<file path="src/hdl/gfra_pkg.sv">
// shared constants and types for the gas, flame and rain alarm controller
`timescale 1ns / 1ps

package gfra_pkg;

  // gas sensor ADC width
  localparam int ADC_BITS = 12;

  localparam int GAS_W      = 12;
  localparam int DEB_W      = 8;
  localparam int CMP_W      = (ADC_BITS > GAS_W) ? ADC_BITS : GAS_W;
  localparam int CFG_IDX_W  = 1;
  localparam int CFG_DATA_W = 12;

  // configuration register indexes
  localparam logic [CFG_IDX_W-1:0] REG_GAS_THRESHOLD  = 1'd0;
  localparam logic [CFG_IDX_W-1:0] REG_DEBOUNCE_TICKS = 1'd1;

  localparam logic [GAS_W-1:0] GAS_THRESHOLD_RST  = 12'd1500;
  localparam logic [DEB_W-1:0] DEBOUNCE_TICKS_RST = 8'd5;

  // one debouncer: raw level seen, run length and last reported level
  typedef struct packed {
    logic             level;
    logic [DEB_W-1:0] run;
    logic             shown_vld;
    logic             shown;
  } deb_t;

  // one result transaction
  typedef struct packed {
    logic             emergency_open;
    logic             cover_open;
    logic             gas_report;
    logic [GAS_W-1:0] gas_value;
    logic             flame_report;
    logic             flame_state;
    logic             rain_report;
    logic             rain_state;
  } result_t;

  // advance one debouncer; changed goes high when a new level is confirmed
  function automatic deb_t deb_next(input deb_t cur, input logic raw,
                                    input logic [DEB_W-1:0] ticks,
                                    output logic changed);
    deb_t             nxt;
    logic [DEB_W-1:0] run_inc;
    nxt     = cur;
    changed = 1'b0;
    run_inc = cur.run + 1'b1;
    if (raw == cur.level) begin
      nxt.run = run_inc;
      if (run_inc >= ticks) begin
        if (!cur.shown_vld || (cur.shown != cur.level)) begin
          nxt.shown_vld = 1'b1;
          nxt.shown     = cur.level;
          changed       = 1'b1;
        end
        nxt.run = '0;
      end
    end else begin
      nxt.level = raw;
      nxt.run   = '0;
    end
    return nxt;
  endfunction

endpackage

</file>
<file path="src/hdl/gas_flame_rain_alarm_controller.sv">
// top level of the gas, flame and rain alarm controller
`timescale 1ns / 1ps

// Usage: one input transaction per sensor poll tick carries a gas ADC sample
// and the raw flame and rain bits (in_valid_i / in_stall_o). Each input
// transaction yields exactly one result transaction (out_valid_o /
// out_stall_i) with the emergency latch, the cover position and the gas,
// flame and rain reports. Configuration (gas threshold, debounce length) is
// written through cfg_we_i / cfg_idx_i / cfg_data_i while the block is idle.
// An accepted transaction is held in the input register, then the compare and
// debounce logic loads the result register. Throughput is one transaction
// per cycle while out_stall_i is low, set by the single register stage
// between input and result; the input register can take one more transaction
// while a finished result waits on out_stall_i. When the receiver stalls,
// the result holds, the input register fills, and then in_stall_o rises.
// Reset clears both valid flags, the debounce runs and levels, the emergency
// and cover state and the remembered gas value, and loads the register
// defaults (threshold 1500, debounce 5 ticks).
module gas_flame_rain_alarm_controller (
  input  logic                               clk_i,
  input  logic                               rst_ni,
  input  logic                               cfg_we_i,
  input  logic [gfra_pkg::CFG_IDX_W-1:0]     cfg_idx_i,
  input  logic [gfra_pkg::CFG_DATA_W-1:0]    cfg_data_i,
  input  logic                               in_valid_i,
  output logic                               in_stall_o,
  input  logic [gfra_pkg::ADC_BITS-1:0]      gas_sample_i,
  input  logic                               flame_raw_i,
  input  logic                               rain_raw_i,
  output logic                               out_valid_o,
  input  logic                               out_stall_i,
  output logic                               emergency_open_o,
  output logic                               cover_open_o,
  output logic                               gas_report_o,
  output logic [gfra_pkg::GAS_W-1:0]         gas_value_o,
  output logic                               flame_report_o,
  output logic                               flame_state_o,
  output logic                               rain_report_o,
  output logic                               rain_state_o
);

  localparam int CmpW = gfra_pkg::CMP_W;
  localparam int GasW = gfra_pkg::GAS_W;
  localparam int DebW = gfra_pkg::DEB_W;

  // configuration
  logic [GasW-1:0] gas_thr_q;
  logic [DebW-1:0] deb_ticks_q;

  // input register
  logic                          in_valid_q;
  logic [gfra_pkg::ADC_BITS-1:0] gas_q;
  logic                          flame_q;
  logic                          rain_q;

  // block state
  gfra_pkg::deb_t                flame_deb_q, flame_deb_d;
  gfra_pkg::deb_t                rain_deb_q, rain_deb_d;
  logic                          emerg_q, emerg_d;
  logic                          cover_q, cover_d;
  logic [gfra_pkg::ADC_BITS-1:0] last_gas_q, last_gas_d;
  logic                          last_gas_vld_q, last_gas_vld_d;

  // result register
  logic              out_valid_q;
  gfra_pkg::result_t res_q, res_d;

  logic in_fire;
  logic advance;
  logic gas_low;
  logic flame_chg;
  logic rain_chg;

  assign advance    = in_valid_q && (!out_valid_q || !out_stall_i);
  assign in_stall_o = in_valid_q && !advance;
  assign in_fire    = in_valid_i && !in_stall_o;

  always_ff @(posedge clk_i or negedge rst_ni) begin
    if (!rst_ni) begin
      gas_thr_q   <= gfra_pkg::GAS_THRESHOLD_RST;
      deb_ticks_q <= gfra_pkg::DEBOUNCE_TICKS_RST;
    end else if (cfg_we_i) begin
      unique case (cfg_idx_i)
        gfra_pkg::REG_GAS_THRESHOLD:  gas_thr_q   <= cfg_data_i[GasW-1:0];
        gfra_pkg::REG_DEBOUNCE_TICKS: deb_ticks_q <= cfg_data_i[DebW-1:0];
        default: ;
      endcase
    end
  end

  always_ff @(posedge clk_i or negedge rst_ni) begin
    if (!rst_ni) begin
      in_valid_q <= 1'b0;
    end else if (in_fire) begin
      in_valid_q <= 1'b1;
    end else if (advance) begin
      in_valid_q <= 1'b0;
    end
  end

  always_ff @(posedge clk_i) begin
    if (in_fire) begin
      gas_q   <= gas_sample_i;
      flame_q <= flame_raw_i;
      rain_q  <= rain_raw_i;
    end
  end

  always_comb begin
    emerg_d        = emerg_q;
    cover_d        = cover_q;
    last_gas_d     = last_gas_q;
    last_gas_vld_d = last_gas_vld_q;
    res_d          = '0;

    gas_low = CmpW'(gas_q) <= CmpW'(gas_thr_q);

    // gas check comes first in the tick
    if (!gas_low) begin
      if (!last_gas_vld_q || (gas_q != last_gas_q)) begin
        res_d.gas_report = 1'b1;
        res_d.gas_value  = GasW'(gas_q);
        last_gas_d       = gas_q;
        last_gas_vld_d   = 1'b1;
        emerg_d          = 1'b1;
      end
    end else begin
      last_gas_d     = gas_q;
      last_gas_vld_d = 1'b1;
      if (!flame_q) begin
        emerg_d = 1'b0;
      end
    end

    flame_deb_d = gfra_pkg::deb_next(flame_deb_q, flame_q, deb_ticks_q, flame_chg);
    if (flame_chg) begin
      if (flame_deb_d.shown) begin
        emerg_d = 1'b1;
      end else if (gas_low) begin
        emerg_d = 1'b0;
      end
    end

    rain_deb_d = gfra_pkg::deb_next(rain_deb_q, rain_q, deb_ticks_q, rain_chg);
    if (rain_chg) begin
      cover_d = rain_deb_d.shown;
    end

    res_d.emergency_open = emerg_d;
    res_d.cover_open     = cover_d;
    res_d.flame_report   = flame_chg;
    res_d.flame_state    = flame_deb_d.shown_vld && flame_deb_d.shown;
    res_d.rain_report    = rain_chg;
    res_d.rain_state     = rain_deb_d.shown_vld && rain_deb_d.shown;
  end

  always_ff @(posedge clk_i or negedge rst_ni) begin
    if (!rst_ni) begin
      flame_deb_q    <= '0;
      rain_deb_q     <= '0;
      emerg_q        <= 1'b0;
      cover_q        <= 1'b0;
      last_gas_q     <= '0;
      last_gas_vld_q <= 1'b0;
    end else if (advance) begin
      flame_deb_q    <= flame_deb_d;
      rain_deb_q     <= rain_deb_d;
      emerg_q        <= emerg_d;
      cover_q        <= cover_d;
      last_gas_q     <= last_gas_d;
      last_gas_vld_q <= last_gas_vld_d;
    end
  end

  always_ff @(posedge clk_i or negedge rst_ni) begin
    if (!rst_ni) begin
      out_valid_q <= 1'b0;
    end else if (advance) begin
      out_valid_q <= 1'b1;
    end else if (!out_stall_i) begin
      out_valid_q <= 1'b0;
    end
  end

  always_ff @(posedge clk_i) begin
    if (advance) begin
      res_q <= res_d;
    end
  end

  assign out_valid_o      = out_valid_q;
  assign emergency_open_o = res_q.emergency_open;
  assign cover_open_o     = res_q.cover_open;
  assign gas_report_o     = res_q.gas_report;
  assign gas_value_o      = res_q.gas_value;
  assign flame_report_o   = res_q.flame_report;
  assign flame_state_o    = res_q.flame_state;
  assign rain_report_o    = res_q.rain_report;
  assign rain_state_o     = res_q.rain_state;

`ifndef SYNTHESIS
  // an empty input register never holds off the sender
  a_no_stall_when_empty : assert property (@(posedge clk_i) disable iff (!rst_ni)
    !in_valid_q |-> !in_stall_o)
    else $error("input stalled with an empty input register");

  // gas value is zero unless a report goes with it
  a_gas_value_quiet : assert property (@(posedge clk_i) disable iff (!rst_ni)
    (out_valid_o && !gas_report_o) |-> (gas_value_o == '0))
    else $error("gas value present without a gas report");

  // a newly confirmed flame leaves the emergency latched
  a_flame_latches : assert property (@(posedge clk_i) disable iff (!rst_ni)
    (out_valid_o && flame_report_o && flame_state_o) |-> emergency_open_o)
    else $error("confirmed flame without emergency");

  // a rain report moves the cover to the confirmed level
  a_cover_follows_rain : assert property (@(posedge clk_i) disable iff (!rst_ni)
    (out_valid_o && rain_report_o) |-> (cover_open_o == rain_state_o))
    else $error("cover does not follow reported rain level");
`endif

endmodule

</file>
<file path="config.mk">
export PLATFORM = sky130hd
export DESIGN_NAME = gas_flame_rain_alarm_controller
export DESIGN_NICKNAME = d
export VERILOG_FILES = /design/src/hdl/gfra_pkg.sv /design/src/hdl/gas_flame_rain_alarm_controller.sv
export SDC_FILE = /design/constraint.sdc
export NUM_CORES = 1
export LEC_CHECK = 0
export BUFFER_PORTS_ARGS = -buffer_cell sky130_fd_sc_hd__buf_2
export CORE_UTILIZATION = 53
export DETAILED_ROUTE_END_ITERATION = 8
export PLACE_DENSITY = 0.73
export SLEW_MARGIN = 20
export SYNTH_ARGS = -nofsm -noshare
export SYNTH_HDL_FRONTEND = slang
export SYNTH_SLANG_ARGS = --single-unit
</file>
<file path="constraint.sdc">
create_clock -name clk_i -period 3.62 [get_ports clk_i]
set_clock_uncertainty 0.15 [all_clocks]
set_input_delay 0.181 -clock clk_i [delete_from_list [all_inputs] [get_ports clk_i]]
set_output_delay 0.181 -clock clk_i [all_outputs]
set_load 0.01 [all_outputs]
</file>
Yosys cells after proc, flatten, opt, wreduce, memory -nomap -nowiden

Index checks and enable logic that the tools add are counted.

Input bits: 32
Word-level logic and storage cells: 96
Bits in registers: 92
Output and inout port bits: 21

Multiplexer cells: 30
$add $sub $neg: 2
Reduce and logical (&&, ||, !) cells: 24
Bitwise operators: 4
$lt $le $gt $ge: 3
Equal/unequal tests: 6

Operators with widths:

| operator            | number |
|---|---|
| $mux 12             | 2 |
| $mux 10             | 2 |
| $mux 1              | 19 |
| $add 8x1->8 const B | 2 |
| $ge 8x8->1          | 2 |
| $mux 8              | 2 |
| $mux 13             | 1 |
| $le 12x12->1        | 1 |
| $ne 12x12->1        | 1 |
| $reduce_and 2->1    | 5 |
| $mux 2              | 4 |
| $logic_not 1->1     | 7 |
| $logic_and 1x1->1   | 5 |
| $logic_or 1x1->1    | 4 |
| $not 1->1           | 4 |
| $reduce_bool 2->1   | 2 |
| $eq 1x1->1          | 2 |
| $ne 1x1->1          | 2 |
| $ne 2x1->1 const B  | 1 |
| $reduce_or 2->1     | 1 |

Longest topological paths before layout

Depth in word-level cells: 8
Depth in mapped cells: 11
Mapped depth without buffers: 10

Worst setup path after synthesis

Ideal clock, no wire load.

Path type: reg-to-reg
Start point: register flame_deb_q[2] (netlist bit)
End point: register res_q, in the netlist flame_state_o (data pin)
Period minus slack after synthesis: 2.638 ns
Setup slack: 0.982 ns
Arrival time: 2.235 ns
Data required time: 3.216 ns
Stages on the path, launching flop included: 11
Library setup time: 0.254 ns
Cell sequence: dfrtp_1 -> and3_1 -> nand3_1 -> nor2_1 -> xor2_1 -> ha_1 -> and2_1 -> a221oi_1 -> o21ai_1 -> a22o_1 -> a21o_1

RTL lines:

| element                | line                                   | source |
|---|---|---|
| start, declared        | gas_flame_rain_alarm_controller.sv:57  | `gfra_pkg::deb_t flame_deb_q, flame_deb_d;` |
| start signal, assigned | gas_flame_rain_alarm_controller.sv:166 | `flame_deb_q <= flame_deb_d;` |
| end signal, assigned   | gas_flame_rain_alarm_controller.sv:187 | `res_q <= res_d;` |
| end, declared          | gas_flame_rain_alarm_controller.sv:66  | `gfra_pkg::result_t res_q, res_d;` |

Worst setup path after layout

Start point: register rain_deb_q[2] (netlist bit)
End point: register res_q, in the netlist cover_open_o (data pin)

Cells in the longest elaborated chain, start to end: 5
Elaborated cells on any way between the ends: 7
Classes of those cells: 1 x add/sub; 1 x order compare; 5 x mux

Ends and longest elaborated chain:

| element                           | line                                   | source |
|---|---|---|
| start, declared                   | gas_flame_rain_alarm_controller.sv:58  | `gfra_pkg::deb_t rain_deb_q, rain_deb_d;` |
| start signal, assigned            | gas_flame_rain_alarm_controller.sv:167 | `rain_deb_q <= rain_deb_d;` |
| $add 8x1->8 (*)                   | gfra_pkg.sv:50                         | `run_inc = cur.run + 1'b1;` |
| $ge 8x8->1 (*)                    | gfra_pkg.sv:53                         | `if (run_inc >= ticks) begin` |
| $mux 10 or $mux 1 (tied branches) | gfra_pkg.sv:53                         |  |
| $mux 2 or $mux 1 (tied branches)  | gfra_pkg.sv:51                         | `if (raw == cur.level) begin` |
| $mux 1 (*)                        | gas_flame_rain_alarm_controller.sv:145 | `if (rain_chg) begin` |
| via cover_d                       | gas_flame_rain_alarm_controller.sv:60  | `logic cover_q, cover_d;` |

Mark *: on every way through the listed nets, which the timed path passes. The rest lies on a longest branch.
A chain may end at the register's enable or synchronous reset.

==> out/results.tsv <==
metric	value	unit
status	completed	
maxCapViolations	0	
clkTransAtPathRegs	0.09	ns
detailed_place_hpwl	6780	um
max-clock-path-buffers	2	
yosys-top-cells-area	dfrtp_1, edfxtp_1, ha_1	
wire_per_inst	16.1	um
clock-sinks	92	
period_needed	3.07	ns
die_w	97.1	um
numCtsBuffers	9	
synth.largest_area_cell	dfrtp_1	
holdWs	0.161	ns
avgSynthCellArea	11.3	um^2
yosys_warnings	0	
critPathBufInv	0	
drv_slew	0	
hold_class	in -> reg	
antenna_found_initial	0	
tightest_slew	0.897	ns
vias_per_cell	5.83	
critPathSlowestCell	o31a_1	
drt_first_pass_iters	4	
gp_congestion	0.873	
setup_violations	0	
max_freq	326	MHz
power.density	475	nW/um^2
ys_async_sr_fraction	64.1	%
worst_setup_path_end_kind	flip-flop	
grt_start_max_net_pins	38	
route.detailed.drc	0	
grt_pass1_vias	3418	
period_share	84.8	%
rows	34	
relSlewSlack	40.1	%
synth_ff_type	dfrtp_1	
crit_chain	ha_1 > nand3_1 > nor2_1 > xor2_1 > ha_1 > a41o_1 > a21oi_1 > o31a_1 > o32ai_1 > a22oi_1	
cp.arrival	3.11	ns
die_area	9430	um^2
tns	0	ns
cts_tree	yes	
vdd_ir_drop_max	224	uV
synth.ff_latch_count	92	
coreArea	8720	um^2
start_util	55.0	%
critPathKind	reg -> reg	
cp_slowest_stage_delay	0.48	ns
synth_edf_count	33	
clock_latency	0.35	ns
ys_seq_area_share	51.7	%
cts-resized-gates	0	
fin_nets	568	
grt_usage	22.1	%
cts-root-buf	clkbuf_8	
finalHoldViolCount	0	
netlist_top_cells_count	dfrtp_1, nand2_1, edfxtp_1	
synth_top_cell_area_share	26.1	%
p_leak	2.48	nW
syn_nets	487	
synthMostInstantiatedCell	dfrtp_1	
totalWireLength	9960	um
grt_pass1_wl	16600	um
rsz0062_at_grt	false	
drive_gt1_share	21.5	%
grt-ovfl-total	0	
portBuffers	52	
ios	53	
vias	3608	
crit_path_frequent_cell	ha_1	
fillers	678	
syn_area	4790	um^2
die_h	97.1	um
drt-initial-drc-count	255	
cp-start-kind	flip-flop	
area_growth	17.7	%
synth_cell_type_count	52	
ant_nets	0	
antenna_cells	0	
syn_inst	425	
htreeDepth	3	
required	3.66	ns
crit_family	compound AO/OA/AOI/OAI gates	
path_max_fanout	13	
-- layer usage --
layer	vias to the layer above	wire, um	GRT usage, %
li1	1744	-	-
met1	1737	4660	31.3
met2	112	4620	34.7
met3	15	514	4.03
met4	0	166	7.35
met5	-	0	0
-- final cells by class --
type                            instances  area (um^2)  share of cell area [%]
Tap cell                              108          135                    2.40
Clock buffer                           10          128                    2.26
Timing Repair Buffer                   90          621                    11.0
Sequential cell                        92         2480                    43.9
Multi-Input combinational cell        286         2110                    37.5
Inverter                               27          101                    1.80
Clock inverter                          6         65.1                    1.15
-- tightest hold or removal path, cell delays in order --
cell     delay, ns
buf_2         0.09
nor2b_1       0.04
buf_4         0.19
nand2_1       0.08
o21ai_0       0.07
-- report_power, final --
group / internal, mW / total (mW) / switching [mW]
sequential: 1.24 / 1.35 / 0.112
clock: 0.318 / 0.680 / 0.362
combinational: 0.303 / 0.653 / 0.350
-- path summary, 6_finish.rpt --
path / cells after the start / slack, ns / startpoint / to
max reg2reg: 10 / 0.55 / rain_deb_q[2] / cover_open_o
min in group asynchronous: 2 / 0.31 / rst_ni / rain_deb_q[7]
min reg2reg: 1 / 0.35 / last_gas_vld_q / last_gas_vld_q
min: 5 / 0.16 / cfg_idx_i / gas_thr_q[6]
max: 10 / 0.55 / rain_deb_q[2] / cover_open_o
max in group asynchronous: 3 / 2.16 / rst_ni / emerg_q
-- what timing repair did --
item / 4_1_cts / 5_1_grt
setup buffers: 0 / 0
endpoints found under the hold margin: 63 / 0
hold buffers: 30 / 0
-- flip-flops by register name, indices dropped and copies added (netlist names), 8 cells and up --
name	count
deb_ticks_q	8
flame_deb_q	11
gas_q	12
gas_thr_q	12
gas_value_o	12
last_gas_q	12
rain_deb_q	11
-- logic make-up after synthesis --
| logic type | Yosys count | share of synthesized area [%] |
|---|---|---|
| multiplexers | 9 | 2.11 |
| XOR/XNOR | 26 | 4.75 |
| adder cells (fa/ha/maj) | 30 | 7.83 |
| AO/OA/AOI/OAI | 114 | 17.9 |
| AND/OR/NAND/NOR | 107 | 11.5 |
| buffers and inverters | 47 | 4.23 |
| flip-flops | 92 | 51.7 |
-- through the flow --
step	cells	cell area, um^2	utilization (%)	worst slack (ns)	total power, mW
2_1_floorplan	425	4790	-	0.982	1.80
3_3_place_gp	573	5150	59.0	0.828	1.96
3_5_place_dp	573	5150	59.0	0.612	2.00
4_1_cts	619	5640	64.7	0.604	2.70
5_1_grt	619	5640	64.7	0.347	2.84
6_report	619	5640	64.7	0.550	2.68
-- layout by cell type, fill, tap and decap left out, types with 2 or more instances in the layout --
cell type,netlist,routed
buf_4,0,8
dfstp_2,9,9
edfxtp_1,33,33
nor3_1,2,2
nor2_1,12,12
clkinvlp_4,0,4
o2111ai_1,13,13
dlygate4sd3_1,0,30
nand2b_1,5,5
nand2_1,43,43
a2bb2oi_1,12,12
and3_2,9,9
nor2b_1,3,3
ha_1,30,30
nand4_1,6,6
xnor2_1,19,19
and3_1,6,6
o211ai_1,14,14
mux2_2,9,9
a31oi_1,3,3
a32o_1,7,7
o21ai_0,19,19
a21oi_1,9,9
nand3_1,10,10
a21o_1,4,4
buf_2,3,52
o31ai_1,4,4
a21boi_0,2,2
a31o_2,3,3
xor2_1,7,7
clkbuf_8,0,9
dfrtp_1,50,50
inv_1,27,27
a22oi_1,2,2
and2_1,6,6
a22o_1,8,8
o21a_1,3,3
(Power assumes the default switching activity.)
